[config.mk]
export PLATFORM = sky130hd
export DESIGN_NAME = thresholded_intensity_centroid
export DESIGN_NICKNAME = d
export VERILOG_FILES = /design/src/hw/rtl/tic_pkg.sv /design/src/hw/rtl/tic_div.sv /design/src/hw/rtl/thresholded_intensity_centroid.sv
export SDC_FILE = /design/constraint.sdc
export NUM_CORES = 2
export LEC_CHECK = 0
export ABC_CLOCK_PERIOD_IN_PS = 10980
export BUFFER_PORTS_ARGS = -buffer_cell sky130_fd_sc_hd__buf_2
export CORE_ASPECT_RATIO = 0.75
export CORE_MARGIN = 3
export CORE_UTILIZATION = 50
export DETAILED_ROUTE_END_ITERATION = 12
export PLACE_DENSITY_LB_ADDON = 0.15
export SYNTH_ARGS = -nofsm -noshare
export SYNTH_HDL_FRONTEND = slang
export SYNTH_SLANG_ARGS = --single-unit
[constraint.sdc]
create_clock -name i_clk -period 10.98 [get_ports i_clk]
set_input_delay 2.196 -clock i_clk [delete_from_list [all_inputs] [get_ports i_clk]]
set_output_delay 2.196 -clock i_clk [all_outputs]
set_load 0.02 [all_outputs]
[src/hw/rtl/tic_pkg.sv]
// Package of the thresholded intensity centroid block.
// Holds widths, reset values, register indexes, sequencer states and types.
package tic_pkg;

    localparam int MAX_WIDTH  = 4096;
    localparam int MAX_HEIGHT = 4096;

    localparam int CH_W      = 8;
    localparam int INT_W     = 10;
    localparam int THR_W     = 10;
    localparam int CFG_W     = 13;
    localparam int CFG_IDX_W = 2;
    localparam int SIZE_W    = 13;
    localparam int POS_W     = 12;
    localparam int PROD_W    = INT_W + POS_W;
    localparam int MASS_W    = 34;
    localparam int MOM_W     = 46;
    localparam int PIX_W     = 20;
    localparam int FRAC_W    = 8;
    localparam int NORM_W    = 16;
    localparam int SAT_SH    = PIX_W - FRAC_W;
    localparam int STEP_W    = 5;

    localparam logic [THR_W-1:0]  THR_RESET    = THR_W'(70);
    localparam logic [CFG_W-1:0]  WIDTH_RESET  = CFG_W'(640);
    localparam logic [CFG_W-1:0]  HEIGHT_RESET = CFG_W'(480);
    localparam logic [SIZE_W-1:0] WIDTH_MAX    = SIZE_W'(MAX_WIDTH);
    localparam logic [SIZE_W-1:0] HEIGHT_MAX   = SIZE_W'(MAX_HEIGHT);
    localparam logic [POS_W-1:0]  ROW_LAST     = POS_W'(MAX_HEIGHT - 1);

    localparam logic [PIX_W-1:0]  PIX_MAX  = '1;
    localparam logic [NORM_W-1:0] NORM_MAX = {1'b0, {(NORM_W-1){1'b1}}};

    localparam logic [STEP_W-1:0] STEPS_PIX  = STEP_W'(PIX_W);
    localparam logic [STEP_W-1:0] STEPS_NORM = STEP_W'(NORM_W);

    typedef enum logic [CFG_IDX_W-1:0] {
        REG_THRESHOLD = 2'd0,
        REG_WIDTH     = 2'd1,
        REG_HEIGHT    = 2'd2
    } t_reg_idx;

    typedef enum logic [3:0] {
        ST_ACC,
        ST_X_CHK,
        ST_X_DIV,
        ST_Y_CHK,
        ST_Y_DIV,
        ST_XN_CHK,
        ST_XN_DIV,
        ST_YN_CHK,
        ST_YN_DIV,
        ST_DONE
    } t_state;

    typedef struct packed {
        logic              start;
        logic [STEP_W-1:0] steps;
    } t_div_req;

endpackage

[src/hw/rtl/tic_div.sv]
// Shared restoring divider of the centroid block, one quotient bit per cycle.
// Depends on tic_pkg for widths and the request type.
module tic_div (
    input  logic                        i_clk,
    input  logic                        i_rst_n,
    input  tic_pkg::t_div_req           i_req,
    input  logic [tic_pkg::MASS_W-1:0]  i_rem_init,
    input  logic [tic_pkg::PIX_W-1:0]   i_low,
    input  logic [tic_pkg::MASS_W-1:0]  i_den,
    output logic                        o_done,
    output logic [tic_pkg::PIX_W-1:0]   o_quot
);

    logic                          r_busy;
    logic                          r_done;
    logic [tic_pkg::STEP_W-1:0]    r_cnt;
    logic [tic_pkg::MASS_W-1:0]    r_rem;
    logic [tic_pkg::MASS_W-1:0]    r_den;
    logic [tic_pkg::PIX_W-1:0]     r_q;
    logic [tic_pkg::MASS_W:0]      s_trial;
    logic [tic_pkg::MASS_W:0]      s_diff;
    logic                          s_ge;

    assign s_trial = {r_rem, r_q[tic_pkg::PIX_W-1]};
    assign s_ge    = s_trial >= {1'b0, r_den};
    assign s_diff  = s_trial - {1'b0, r_den};

    always_ff @(posedge i_clk) begin
        if (!i_rst_n) begin
            r_busy <= 1'b0;
            r_done <= 1'b0;
            r_cnt  <= '0;
        end else begin
            r_done <= r_busy && (r_cnt == tic_pkg::STEP_W'(1));
            if (i_req.start) begin
                r_busy <= 1'b1;
                r_cnt  <= i_req.steps;
            end else if (r_busy) begin
                r_cnt <= r_cnt - tic_pkg::STEP_W'(1);
                if (r_cnt == tic_pkg::STEP_W'(1)) begin
                    r_busy <= 1'b0;
                end
            end
        end
    end

    always_ff @(posedge i_clk) begin
        if (i_req.start) begin
            r_rem <= i_rem_init;
            r_q   <= i_low;
            r_den <= i_den;
        end else if (r_busy) begin
            r_rem <= s_ge ? s_diff[tic_pkg::MASS_W-1:0] : s_trial[tic_pkg::MASS_W-1:0];
            r_q   <= {r_q[tic_pkg::PIX_W-2:0], s_ge};
        end
    end

    assign o_done = r_done;
    assign o_quot = r_q;

endmodule

[src/hw/rtl/thresholded_intensity_centroid.sv]
// Top level of the thresholded intensity centroid block: pixel sums,
// frame-end sequencer and result register. Depends on tic_pkg and tic_div.
//
//   channel  direction  handshake                 payload
//   in       input      i_in_valid / o_in_stall   red, green, blue, last_pixel
//   out      output     o_out_valid / i_out_stall centroid, normalized, flag
//   cfg      input      i_cfg_we                  i_cfg_index, i_cfg_data
//
// A pixel that does not end the frame is taken without stalling the input.
// The last pixel holds the input: each of the four divisions has a check state that
// starts the divider, its steps (20 for a pixel centroid, 16 for a normalized value)
// and a wait state that collects the quotient, and the done state loads the result.
// A saturated value skips its steps. An empty frame goes from its first check to done.
// Reset is synchronous and clears sums. A stalled result waits in its register
// while the next frame streams in, and that frame's end waits for the register.
module thresholded_intensity_centroid (
    input  logic                          i_clk,
    input  logic                          i_rst_n,
    input  logic                          i_in_valid,
    output logic                          o_in_stall,
    input  logic [tic_pkg::CH_W-1:0]      i_red,
    input  logic [tic_pkg::CH_W-1:0]      i_green,
    input  logic [tic_pkg::CH_W-1:0]      i_blue,
    input  logic                          i_last_pixel,
    output logic                          o_out_valid,
    input  logic                          i_out_stall,
    output logic [tic_pkg::PIX_W-1:0]     o_x_cog_pixels,
    output logic [tic_pkg::PIX_W-1:0]     o_y_cog_pixels,
    output logic signed [tic_pkg::NORM_W-1:0] o_x_normalized,
    output logic signed [tic_pkg::NORM_W-1:0] o_y_normalized,
    output logic                          o_no_bright_pixel,
    input  logic                          i_cfg_we,
    input  logic [tic_pkg::CFG_IDX_W-1:0] i_cfg_index,
    input  logic [tic_pkg::CFG_W-1:0]     i_cfg_data
);

    tic_pkg::t_state              r_state;
    tic_pkg::t_state              n_state;

    logic [tic_pkg::THR_W-1:0]    r_thr;
    logic [tic_pkg::CFG_W-1:0]    r_width;
    logic [tic_pkg::CFG_W-1:0]    r_height;
    logic [tic_pkg::POS_W-1:0]    r_col;
    logic [tic_pkg::POS_W-1:0]    r_row;
    logic [tic_pkg::MASS_W-1:0]   r_mass;
    logic [tic_pkg::MOM_W-1:0]    r_col_mom;
    logic [tic_pkg::MOM_W-1:0]    r_row_mom;

    logic [tic_pkg::PIX_W-1:0]    r_x_pix;
    logic [tic_pkg::PIX_W-1:0]    r_y_pix;
    logic [tic_pkg::NORM_W-1:0]   r_x_norm;
    logic [tic_pkg::NORM_W-1:0]   r_y_norm;
    logic                         r_empty;

    logic                         r_out_valid;
    logic [tic_pkg::PIX_W-1:0]    r_out_x_pix;
    logic [tic_pkg::PIX_W-1:0]    r_out_y_pix;
    logic [tic_pkg::NORM_W-1:0]   r_out_x_norm;
    logic [tic_pkg::NORM_W-1:0]   r_out_y_norm;
    logic                         r_out_empty;

    logic [tic_pkg::SIZE_W-1:0]   s_w_eff;
    logic [tic_pkg::SIZE_W-1:0]   s_h_eff;
    logic [tic_pkg::INT_W-1:0]    s_inten;
    logic                         s_hit;
    logic [tic_pkg::PROD_W-1:0]   s_prod_col;
    logic [tic_pkg::PROD_W-1:0]   s_prod_row;
    logic [tic_pkg::POS_W:0]      s_col_next;
    logic                         s_accept;
    logic                         s_out_free;
    logic                         s_load;
    logic                         s_empty;
    logic                         s_x_sat;
    logic                         s_y_sat;
    logic                         s_xn_sat;
    logic                         s_yn_sat;

    tic_pkg::t_div_req            s_div_req;
    logic [tic_pkg::MASS_W-1:0]   s_div_rem;
    logic [tic_pkg::PIX_W-1:0]    s_div_low;
    logic [tic_pkg::MASS_W-1:0]   s_div_den;
    logic                         s_div_done;
    logic [tic_pkg::PIX_W-1:0]    s_div_quot;
    logic [tic_pkg::NORM_W-1:0]   s_norm_q;

    always_comb begin
        if (r_width == '0) begin
            s_w_eff = tic_pkg::SIZE_W'(1);
        end else if (r_width > tic_pkg::WIDTH_MAX) begin
            s_w_eff = tic_pkg::WIDTH_MAX;
        end else begin
            s_w_eff = r_width;
        end
        if (r_height == '0) begin
            s_h_eff = tic_pkg::SIZE_W'(1);
        end else if (r_height > tic_pkg::HEIGHT_MAX) begin
            s_h_eff = tic_pkg::HEIGHT_MAX;
        end else begin
            s_h_eff = r_height;
        end
    end

    assign s_inten = tic_pkg::INT_W'(i_red) + tic_pkg::INT_W'(i_green)
                   + tic_pkg::INT_W'(i_blue);
    assign s_hit      = s_inten >= r_thr;
    assign s_prod_col = tic_pkg::PROD_W'(s_inten) * tic_pkg::PROD_W'(r_col);
    assign s_prod_row = tic_pkg::PROD_W'(s_inten) * tic_pkg::PROD_W'(r_row);
    assign s_col_next = {1'b0, r_col} + (tic_pkg::POS_W+1)'(1);

    assign o_in_stall = (r_state != tic_pkg::ST_ACC);
    assign s_accept   = i_in_valid && !o_in_stall;
    assign s_out_free = !r_out_valid || !i_out_stall;

    assign s_empty  = (r_mass == '0);
    assign s_x_sat  = r_col_mom >= {r_mass, {tic_pkg::SAT_SH{1'b0}}};
    assign s_y_sat  = r_row_mom >= {r_mass, {tic_pkg::SAT_SH{1'b0}}};
    assign s_xn_sat = {1'b0, r_x_pix} >= {s_w_eff, {tic_pkg::FRAC_W{1'b0}}};
    assign s_yn_sat = {1'b0, r_y_pix} >= {s_h_eff, {tic_pkg::FRAC_W{1'b0}}};
    assign s_norm_q = s_div_quot[tic_pkg::NORM_W-1:0];

    always_comb begin
        n_state = r_state;
        unique case (r_state)
            tic_pkg::ST_ACC: begin
                if (s_accept && i_last_pixel) begin
                    n_state = tic_pkg::ST_X_CHK;
                end
            end
            tic_pkg::ST_X_CHK: begin
                priority if (s_empty) begin
                    n_state = tic_pkg::ST_DONE;
                end else if (s_x_sat) begin
                    n_state = tic_pkg::ST_Y_CHK;
                end else begin
                    n_state = tic_pkg::ST_X_DIV;
                end
            end
            tic_pkg::ST_X_DIV: begin
                if (s_div_done) begin
                    n_state = tic_pkg::ST_Y_CHK;
                end
            end
            tic_pkg::ST_Y_CHK: begin
                n_state = s_y_sat ? tic_pkg::ST_XN_CHK : tic_pkg::ST_Y_DIV;
            end
            tic_pkg::ST_Y_DIV: begin
                if (s_div_done) begin
                    n_state = tic_pkg::ST_XN_CHK;
                end
            end
            tic_pkg::ST_XN_CHK: begin
                n_state = s_xn_sat ? tic_pkg::ST_YN_CHK : tic_pkg::ST_XN_DIV;
            end
            tic_pkg::ST_XN_DIV: begin
                if (s_div_done) begin
                    n_state = tic_pkg::ST_YN_CHK;
                end
            end
            tic_pkg::ST_YN_CHK: begin
                n_state = s_yn_sat ? tic_pkg::ST_DONE : tic_pkg::ST_YN_DIV;
            end
            tic_pkg::ST_YN_DIV: begin
                if (s_div_done) begin
                    n_state = tic_pkg::ST_DONE;
                end
            end
            tic_pkg::ST_DONE: begin
                if (s_out_free) begin
                    n_state = tic_pkg::ST_ACC;
                end
            end
            default: begin
                n_state = tic_pkg::ST_ACC;
            end
        endcase
    end

    always_comb begin
        s_div_req.start = 1'b0;
        s_div_req.steps = tic_pkg::STEPS_PIX;
        s_div_rem       = '0;
        s_div_low       = '0;
        s_div_den       = r_mass;
        s_load          = 1'b0;
        unique case (r_state)
            tic_pkg::ST_X_CHK: begin
                s_div_req.start = !s_empty && !s_x_sat;
                s_div_rem = r_col_mom[tic_pkg::MOM_W-1:tic_pkg::SAT_SH];
                s_div_low = {r_col_mom[tic_pkg::SAT_SH-1:0], {tic_pkg::FRAC_W{1'b0}}};
            end
            tic_pkg::ST_Y_CHK: begin
                s_div_req.start = !s_y_sat;
                s_div_rem = r_row_mom[tic_pkg::MOM_W-1:tic_pkg::SAT_SH];
                s_div_low = {r_row_mom[tic_pkg::SAT_SH-1:0], {tic_pkg::FRAC_W{1'b0}}};
            end
            tic_pkg::ST_XN_CHK: begin
                s_div_req.start = !s_xn_sat;
                s_div_req.steps = tic_pkg::STEPS_NORM;
                s_div_rem = tic_pkg::MASS_W'(r_x_pix[tic_pkg::PIX_W-1:tic_pkg::FRAC_W]);
                s_div_low = {r_x_pix[tic_pkg::FRAC_W-1:0], {tic_pkg::SAT_SH{1'b0}}};
                s_div_den = tic_pkg::MASS_W'(s_w_eff);
            end
            tic_pkg::ST_YN_CHK: begin
                s_div_req.start = !s_yn_sat;
                s_div_req.steps = tic_pkg::STEPS_NORM;
                s_div_rem = tic_pkg::MASS_W'(r_y_pix[tic_pkg::PIX_W-1:tic_pkg::FRAC_W]);
                s_div_low = {r_y_pix[tic_pkg::FRAC_W-1:0], {tic_pkg::SAT_SH{1'b0}}};
                s_div_den = tic_pkg::MASS_W'(s_h_eff);
            end
            tic_pkg::ST_DONE: begin
                s_load = s_out_free;
            end
            default: begin
                s_load = 1'b0;
            end
        endcase
    end

    tic_div u_div (
        .i_clk      (i_clk),
        .i_rst_n    (i_rst_n),
        .i_req      (s_div_req),
        .i_rem_init (s_div_rem),
        .i_low      (s_div_low),
        .i_den      (s_div_den),
        .o_done     (s_div_done),
        .o_quot     (s_div_quot)
    );

    always_ff @(posedge i_clk) begin
        if (!i_rst_n) begin
            r_state     <= tic_pkg::ST_ACC;
            r_thr       <= tic_pkg::THR_RESET;
            r_width     <= tic_pkg::WIDTH_RESET;
            r_height    <= tic_pkg::HEIGHT_RESET;
            r_col       <= '0;
            r_row       <= '0;
            r_mass      <= '0;
            r_col_mom   <= '0;
            r_row_mom   <= '0;
            r_out_valid <= 1'b0;
        end else begin
            r_state <= n_state;

            if (i_cfg_we) begin
                unique case (tic_pkg::t_reg_idx'(i_cfg_index))
                    tic_pkg::REG_THRESHOLD: r_thr    <= i_cfg_data[tic_pkg::THR_W-1:0];
                    tic_pkg::REG_WIDTH:     r_width  <= i_cfg_data;
                    tic_pkg::REG_HEIGHT:    r_height <= i_cfg_data;
                    default: begin
                        r_thr <= r_thr;
                    end
                endcase
            end

            if (s_accept) begin
                if (s_hit) begin
                    r_mass    <= r_mass + tic_pkg::MASS_W'(s_inten);
                    r_col_mom <= r_col_mom + tic_pkg::MOM_W'(s_prod_col);
                    r_row_mom <= r_row_mom + tic_pkg::MOM_W'(s_prod_row);
                end
                if (i_last_pixel) begin
                    r_col <= '0;
                    r_row <= '0;
                end else if (s_col_next >= s_w_eff) begin
                    r_col <= '0;
                    if (r_row < tic_pkg::ROW_LAST) begin
                        r_row <= r_row + tic_pkg::POS_W'(1);
                    end
                end else begin
                    r_col <= s_col_next[tic_pkg::POS_W-1:0];
                end
            end

            if (s_load) begin
                r_mass    <= '0;
                r_col_mom <= '0;
                r_row_mom <= '0;
            end

            if (s_load) begin
                r_out_valid <= 1'b1;
            end else if (!i_out_stall) begin
                r_out_valid <= 1'b0;
            end
        end
    end

    always_ff @(posedge i_clk) begin
        unique case (r_state)
            tic_pkg::ST_X_CHK: begin
                r_empty <= s_empty;
                if (s_empty) begin
                    r_x_pix  <= '0;
                    r_y_pix  <= '0;
                    r_x_norm <= '0;
                    r_y_norm <= '0;
                end else if (s_x_sat) begin
                    r_x_pix <= tic_pkg::PIX_MAX;
                end
            end
            tic_pkg::ST_X_DIV: begin
                if (s_div_done) begin
                    r_x_pix <= s_div_quot;
                end
            end
            tic_pkg::ST_Y_CHK: begin
                if (s_y_sat) begin
                    r_y_pix <= tic_pkg::PIX_MAX;
                end
            end
            tic_pkg::ST_Y_DIV: begin
                if (s_div_done) begin
                    r_y_pix <= s_div_quot;
                end
            end
            tic_pkg::ST_XN_CHK: begin
                if (s_xn_sat) begin
                    r_x_norm <= tic_pkg::NORM_MAX;
                end
            end
            tic_pkg::ST_XN_DIV: begin
                if (s_div_done) begin
                    r_x_norm <= {~s_norm_q[tic_pkg::NORM_W-1], s_norm_q[tic_pkg::NORM_W-2:0]};
                end
            end
            tic_pkg::ST_YN_CHK: begin
                if (s_yn_sat) begin
                    r_y_norm <= tic_pkg::NORM_MAX;
                end
            end
            tic_pkg::ST_YN_DIV: begin
                if (s_div_done) begin
                    r_y_norm <= {~s_norm_q[tic_pkg::NORM_W-1], s_norm_q[tic_pkg::NORM_W-2:0]};
                end
            end
            default: begin
                r_empty <= r_empty;
            end
        endcase

        if (s_load) begin
            r_out_x_pix  <= r_x_pix;
            r_out_y_pix  <= r_y_pix;
            r_out_x_norm <= r_x_norm;
            r_out_y_norm <= r_y_norm;
            r_out_empty  <= r_empty;
        end
    end

    assign o_out_valid       = r_out_valid;
    assign o_x_cog_pixels    = r_out_x_pix;
    assign o_y_cog_pixels    = r_out_y_pix;
    assign o_x_normalized    = r_out_x_norm;
    assign o_y_normalized    = r_out_y_norm;
    assign o_no_bright_pixel = r_out_empty;

endmodule

---- Word level (Yosys, flattened, before mapping) ----
Index checks and enable logic that the tools add are counted.
storage, ports and cells
  output and inout bits ................... 75
  logic and storage cells ................. 163
  input bits .............................. 45
  bits in registers ....................... 432
operators by class
  eq/ne operators ......................... 24
  bitwise logic cells ..................... 2
  magnitude comparators ................... 10
  reductions and logical operators ........ 38
  multiplexer cells ....................... 52
  $mul .................................... 2
  add/subtract/negate cells ............... 9
operators with widths
  operator              number
  $mux 20               7
  $pmux 34 s4           1
  $mux 34               3
  $pmux 16 s3           2
  $add 46x22->46        2
  $ge 46x46->1          2
  $pmux 20 s4           1
  $pmux 34 s2           1
  $mux 16               4
  $mux 12               5
  $pmux 20 s3           1
  $mux 13               4
  $mul 10x12->22        2
  $ge 20x21->1          2
  $pmux 20 s2           1
  $pmux 4 s10           1
  $ge 35x34->1          1
  $add 34x10->34        1
  $logic_not 34->1      1
  $sub 34x34->34        1
  $mux 4                7
  $gt 13x13->1 const B  2
  $logic_not 13->1      2
  $eq 4x3->1 const B    4
  35 further kinds      79

---- Logic depth before layout (Yosys ltp) ----
  depth after elaboration ................. 7
  mapped depth ............................ 36

---- By module ----
From an unflattened synthesis, not the netlist that was laid out.
second synthesis, totals
  cell total of the unflattened synthesis .. 3720
  area total of the unflattened synthesis .. 34207.8 µm²
modules (own cells, without submodules)
  module                          seq. area each (µm²)  times used  area an instance (µm²)  cells an instance
  thresholded_intensity_centroid  8207.9                1           28118.2                 3181
  tic_div                         2782.7                1           6089.6                  539

---- Least setup slack after synthesis ----
No wires, ideal clock.
  path type ............................... input -> register
  start point ............................. in i_red[1] (netlist name)
  end point ............................... reg r_col_mom[42] (netlist name)
  library setup time ...................... 70 ps
  cell stages on the path ................. 33
  buffers on the path ..................... 2
  data arrival time ....................... 9389 ps
  path slack .............................. 1520 ps
  path through ............................ inv_1 -> fa_1 -> inv_1 -> ha_1 -> inv_1 -> fa_1 -> inv_1 -> a21oi_1 -> o21bai_1 -> a21oi_1 -> o21bai_1 -> a21oi_1 -> nor2_1 -> clkbuf_1 -> and2_1 -> fa_1 -> fa_1 -> fa_1 -> fa_1 -> inv_1 -> fa_1 -> inv_1 -> ha_1 -> and3_1 -> and2_1 -> nand2_1 -> nor2_1 -> a211oi_1 -> a311oi_1 -> o211ai_1 -> buf_2 -> or3_1 -> a21oi_1
on the way
  word-level cells in the longest chain between the ends .. 4
  elaborated cells on any way between the ends .. 6
  those cells by class .................... add/sub: 3; mul: 1; order compare: 1; reduce/logical: 1
ends and longest elaborated chain
  item                                                line                                                                          source
  from (decl)                                         thresholded_intensity_centroid.sv:21                                          input logic [tic_pkg::CH_W-1:0] i_red,
  $add 8x8->9 (*)                                     thresholded_intensity_centroid.sv:103                                         assign s_inten = tic_pkg::INT_W'(i_red) + tic_pkg::INT_W'(i_green)
  $add 9x8->10 (*)                                    thresholded_intensity_centroid.sv:104                                         + tic_pkg::INT_W'(i_blue);
  $mul 10x12->22 or $ge 10x10->1 (tied branches)      thresholded_intensity_centroid.sv:106, thresholded_intensity_centroid.sv:105
  $add 46x22->46 or $reduce_and 2->1 (tied branches)  -
  to (signal assigned)                                thresholded_intensity_centroid.sv:259                                         r_col_mom <= r_col_mom + tic_pkg::MOM_W'(s_prod_col);
  to (decl)                                           thresholded_intensity_centroid.sv:46                                          logic [tic_pkg::MOM_W-1:0] r_col_mom;
Every way passes the cells marked *; elsewhere a longest branch is shown, timed or not.
A chain may end at the register's enable or synchronous reset.

---- Worst setup path after layout ----
  start point ............................. in i_red[1] (netlist name)
  end point ............................... reg r_row_mom[25] (netlist name)
on the way
  word-level cells in the longest chain between the ends .. 4
  elaborated cells on any way between the ends .. 6
  those cells by class .................... add/sub: 3; mul: 1; order compare: 1; reduce/logical: 1
ends and longest elaborated chain
  item                                                line                                                                          source
  $add 8x8->9 (*)                                     thresholded_intensity_centroid.sv:103
  $add 9x8->10 (*)                                    thresholded_intensity_centroid.sv:104
  $mul 10x12->22 or $ge 10x10->1 (tied branches)      thresholded_intensity_centroid.sv:107, thresholded_intensity_centroid.sv:105
  $add 46x22->46 or $reduce_and 2->1 (tied branches)  -
  to (signal assigned)                                thresholded_intensity_centroid.sv:260                                         r_row_mom <= r_row_mom + tic_pkg::MOM_W'(s_prod_row);
  to (decl)                                           thresholded_intensity_centroid.sv:47                                          logic [tic_pkg::MOM_W-1:0] r_row_mom;
Marked as above.

==> results.rst <==
.. list-table::
   :header-rows: 1

   * - Metric
     - Value
   * - Lkg Pwr
     - 16.0 nW
   * - Cell area after technology mapping
     - 0.0331 mm^2
   * - Period utilisation layout
     - 90.9%
   * - Clk_lat worst skew
     - 0.64 ns
   * - Effective utilization at floorplan
     - 50.6%
   * - Die Y-Extent
     - about 230 um
   * - Highest Clock Rate
     - roughly 100 MHz
   * - Power spent charging and discharging nets
     - 3.10 mW
   * - Routed WL
     - around 95 mm
   * - Number of failing hold endpoints at the final stage
     - 0
   * - Cells on worst reg2reg path
     - 20
   * - Startpoint of the worst-slack reg-to-reg timing path
     - r_col[3]$_SDFFE_PN0P_
   * - Post-DR vias/cell
     - 5.79
   * - Global placer's final weighted congestion
     - ~0.95
   * - Number of failing setup endpoints in the final timing report
     - 0
   * - Worst path arrival time
     - 10.43 ns
   * - Required time of the critical path
     - 11.43 ns
   * - Setup TNS
     - 0 ns
   * - Run status
     - completed
   * - Post-CTS Setup Inserts
     - 0
   * - Min Tclk post-route
     - around 10 ns
   * - H-tree lvl count
     - 2
   * - Antenna Nets Post-Route
     - 0
   * - Clock transition at the register clock pins on the worst setup and hold paths after CTS
     - 0.07 ns
   * - Routed wirelength normalized by instance count
     - 21.0 um
   * - Number of buffers created by CTS
     - 47
   * - Total of warnings raised by yosys
     - 0
   * - Per-instance average area after synthesis
     - 9.21 um^2
   * - First-pass GRT wire length
     - 147 mm
   * - Worst Setup Path Type
     - in -> reg
   * - Area taken by multi-input logic gates
     - 0.0198 mm^2
   * - Drt drc
     - 0
   * - Maximum fanout encountered on the critical timing path
     - 14
   * - Hold buffer count at CTS
     - 0
   * - Number of synthesized register bits
     - roughly 430
   * - Transition at the pin with the smallest max-transition slack
     - 1.26 ns
   * - Iter 0 DRT Violations
     - 2895
   * - Cell internal pwr
     - approximately 4.3 mW
   * - Global-route congestion overflow total
     - 0
   * - Most used flip-flop cell after synthesis
     - sky130_fd_sc_hd__edfxtp_1
   * - Reg-to-reg setup timing slack
     - a little over 4 ns
   * - Io pins
     - 120
   * - Via count of the first global-routing pass
     - 24440
   * - Gate power share
     - a little over two fifths
   * - Critical-path top delay cell
     - sky130_fd_sc_hd__xor2_2
   * - Final design area excluding fillers
     - approximately 0.036 mm^2
   * - Standard-cell row count
     - a little over 80
   * - Maximum VDD drop
     - 0.152 mV
   * - Maximum capacitance violations
     - 0
   * - Maximum number of pins on one net before global-route repair
     - 80
   * - Sink Count
     - 432
   * - Number of enable-type register cells in the synthesized netlist
     - 234
   * - Flip-flop and latch area
     - 0.0110 mm^2
   * - Share of layout cells above drive strength 1
     - just over 8%
   * - Number of standard cells after synthesis
     - 3592
   * - GRT Util Overall
     - approximately 27%
   * - Critical path launch point
     - i_red[1]
   * - Standard cell area after detailed placement
     - 0.0346 mm^2
   * - Total inserted antenna cells
     - 0
   * - Area enclosed by the die boundary
     - 0.0693 mm^2
   * - Pwr/cell area
     - 205 mW/mm^2
   * - Vias after detailed routing
     - 26377
   * - Remaining max-slew budget at the tightest pin
     - 16.3%
   * - Share of total power in sequential cells
     - roughly a third
   * - Total half-perimeter wirelength after legalization and detailed placement
     - 73.0 mm
   * - Synthesis-to-finish area growth
     - 9.32%
   * - Clock network fraction of design power
     - 22.2%
   * - Startpoint of the most critical hold path
     - r_x_norm[15]$_DFFE_PP_
   * - Initial antenna violation count
     - 2
   * - Buffer cell driving the clock tree root
     - sky130_fd_sc_hd__clkbuf_16
   * - Setup repair after global routing missed its margin
     - no
   * - Peak per-stage delay on the critical path
     - 0.63 ns
   * - Core footprint
     - 0.0654 mm^2
   * - Synthesized net count
     - 4142
   * - Number of iterations in the first detailed-routing pass
     - 8
   * - Net total in the final layout
     - 4198
   * - Total count of max-transition violations in the final report
     - 0
   * - Fillers
     - 5965
   * - Type of element capturing the critical path
     - flip-flop
   * - Cell with the most instances on the worst path
     - sky130_fd_sc_hd__fa_1
   * - Fraction of registers with async set/reset
     - 0%
   * - Buffers from clock root to sink, at most
     - 3
   * - Sequential cell area fraction in the yosys report
     - 33.2%
   * - TritonCTS clock tree
     - built
   * - Switching part of the total power
     - about two fifths
   * - Number of distinct library cells after synthesis
     - 92
   * - Number of input and output port buffers inserted
     - 119
   * - Depth of the worst hold-timing path
     - 0
   * - Worst Hold Class
     - reg -> reg
   * - Clock skew
     - ~0.057 ns
   * - Startpoint type of the worst setup path
     - input port
   * - Cells resized by post-CTS repair
     - 0
   * - X dimension of the die
     - 303 um
[path summary, 6_finish.rpt]
check,end
min,o_x_normalized[15]$_DFFE_PP_
max,r_row_mom[25]$_SDFFE_PP0P_
max reg2reg,r_col_mom[28]$_SDFFE_PP0P_
min reg2reg,o_x_normalized[15]$_DFFE_PP_
[stage by stage]
step                      setup WS, ns  hold WS (ns)  total power [mW]  std cells  util (%)
after floorplan                   1.52         0.400              4.72       3592         -
after global placement           0.553         0.402              5.69       4470      52.9
after detailed placement         0.437         0.405              5.71       4470      52.9
after CTS                         1.03         0.418              7.36       4557      55.3
after global routing             0.522         0.424              7.84       4557      55.3
final                             1.00         0.416              7.40       4557      55.3
[flip-flops by register name, summed over array words and instances (netlist names), 20 cells and up]
register	flops
r_col_mom	46
r_row_mom	46
r_mass	34
u_div.r_den	34
u_div.r_rem	34
o_x_cog_pixels	20
o_y_cog_pixels	20
r_x_pix	20
r_y_pix	20
u_div.o_quot	20
[power groups by stage]
stage               Combinational [mW]  Clock [mW]  Sequential (mW)
global placement                  3.11           0             2.58
global route                      3.51        1.73             2.59
finish                            3.20        1.64             2.57
detailed placement                3.13           0             2.59
CTS                               3.14        1.67             2.56
floorplan                         2.27           0             2.45
[cell families (layout without fill, tap and decap cells)]
family | after synthesis | after routing | synth area share, %
and+or+nand+nor | 1180 | 1180 | 17.0
AOI/OAI and AO/OA | 682 | 682 | 14.0
buffers and inverters | 624 | 718 | 7.31
adders and majority gates | 505 | 505 | 23.9
DFF | 432 | 432 | 33.2
xor gates and xnor gates | 142 | 142 | 3.76
muxes | 27 | 27 | 0.821
[per-layer routing]
layer	vias up	wire (um)	global-route usage (%)
li1	12408	-	-
met1	12755	44000	41.6
met2	1105	39900	39.0
met3	109	10000	7.77
met4	0	1610	4.97
met5	-	0	0
[synth_stat cells, drive strengths merged (26+ instances only)]
cell type | n | share of area, %
inv | 458 | 5.2
fa | 211 | 13
nand2 | 447 | 5.1
nor2 | 254 | 2.9
xor2 | 66 | 1.7
nand4 | 40 | 0.76
clkbuf | 128 | 1.5
a21oi | 201 | 3.0
dfxtp | 198 | 12
o21a | 42 | 0.95
a221oi | 35 | 0.96
ha | 294 | 11
a31oi | 27 | 0.51
nor4 | 50 | 0.95
edfxtp | 234 | 21
buf | 37 | 0.64
xnor2 | 76 | 2.0
a21o | 73 | 1.7
a211oi | 32 | 0.86
nand3 | 77 | 1.2
nor3 | 41 | 0.62
and2 | 116 | 2.2
mux2i | 26 | 0.79
a21boi | 47 | 1.1
o21ai | 94 | 1.4
[cells in the final DEF, fill, tap and decap left out, drive strengths merged, types with 25 or more instances in the layout]
cell    instances
nand2         447
ha            294
xnor2          76
a21boi         47
clkbuf         63
nor3           41
dfxtp         198
buf           172
xor2           66
o21a           42
nor4           50
or3            25
a21o           73
a21oi         201
edfxtp        234
and2          116
fa            211
nand4          40
a211oi         32
a31oi          27
a221oi         35
inv           460
o21ai          94
nor2          254
mux2i          26
nand3          77
[critical path, delay by kind of cell]
| family | cells | cell delay [ns] |
|---|---|---|
| compound gates | 6 | 1.44 |
| xor+xnor | 2 | 0.80 |
| fa+ha+maj | 9 | 3.97 |
| buf+inv | 8 | 0.69 |
| simple gates | 6 | 1.31 |
[final cells by class]
cell class	instances	area share, %
clock buffers	63	3.77
well taps	871	3.01
multi-input cells	2536	54.6
inverters	459	4.77
repair buffers	172	2.75
flip-flops and latches	432	30.4
clock inverters	24	0.661
Note: power is estimated with default switching activity, not from simulation.
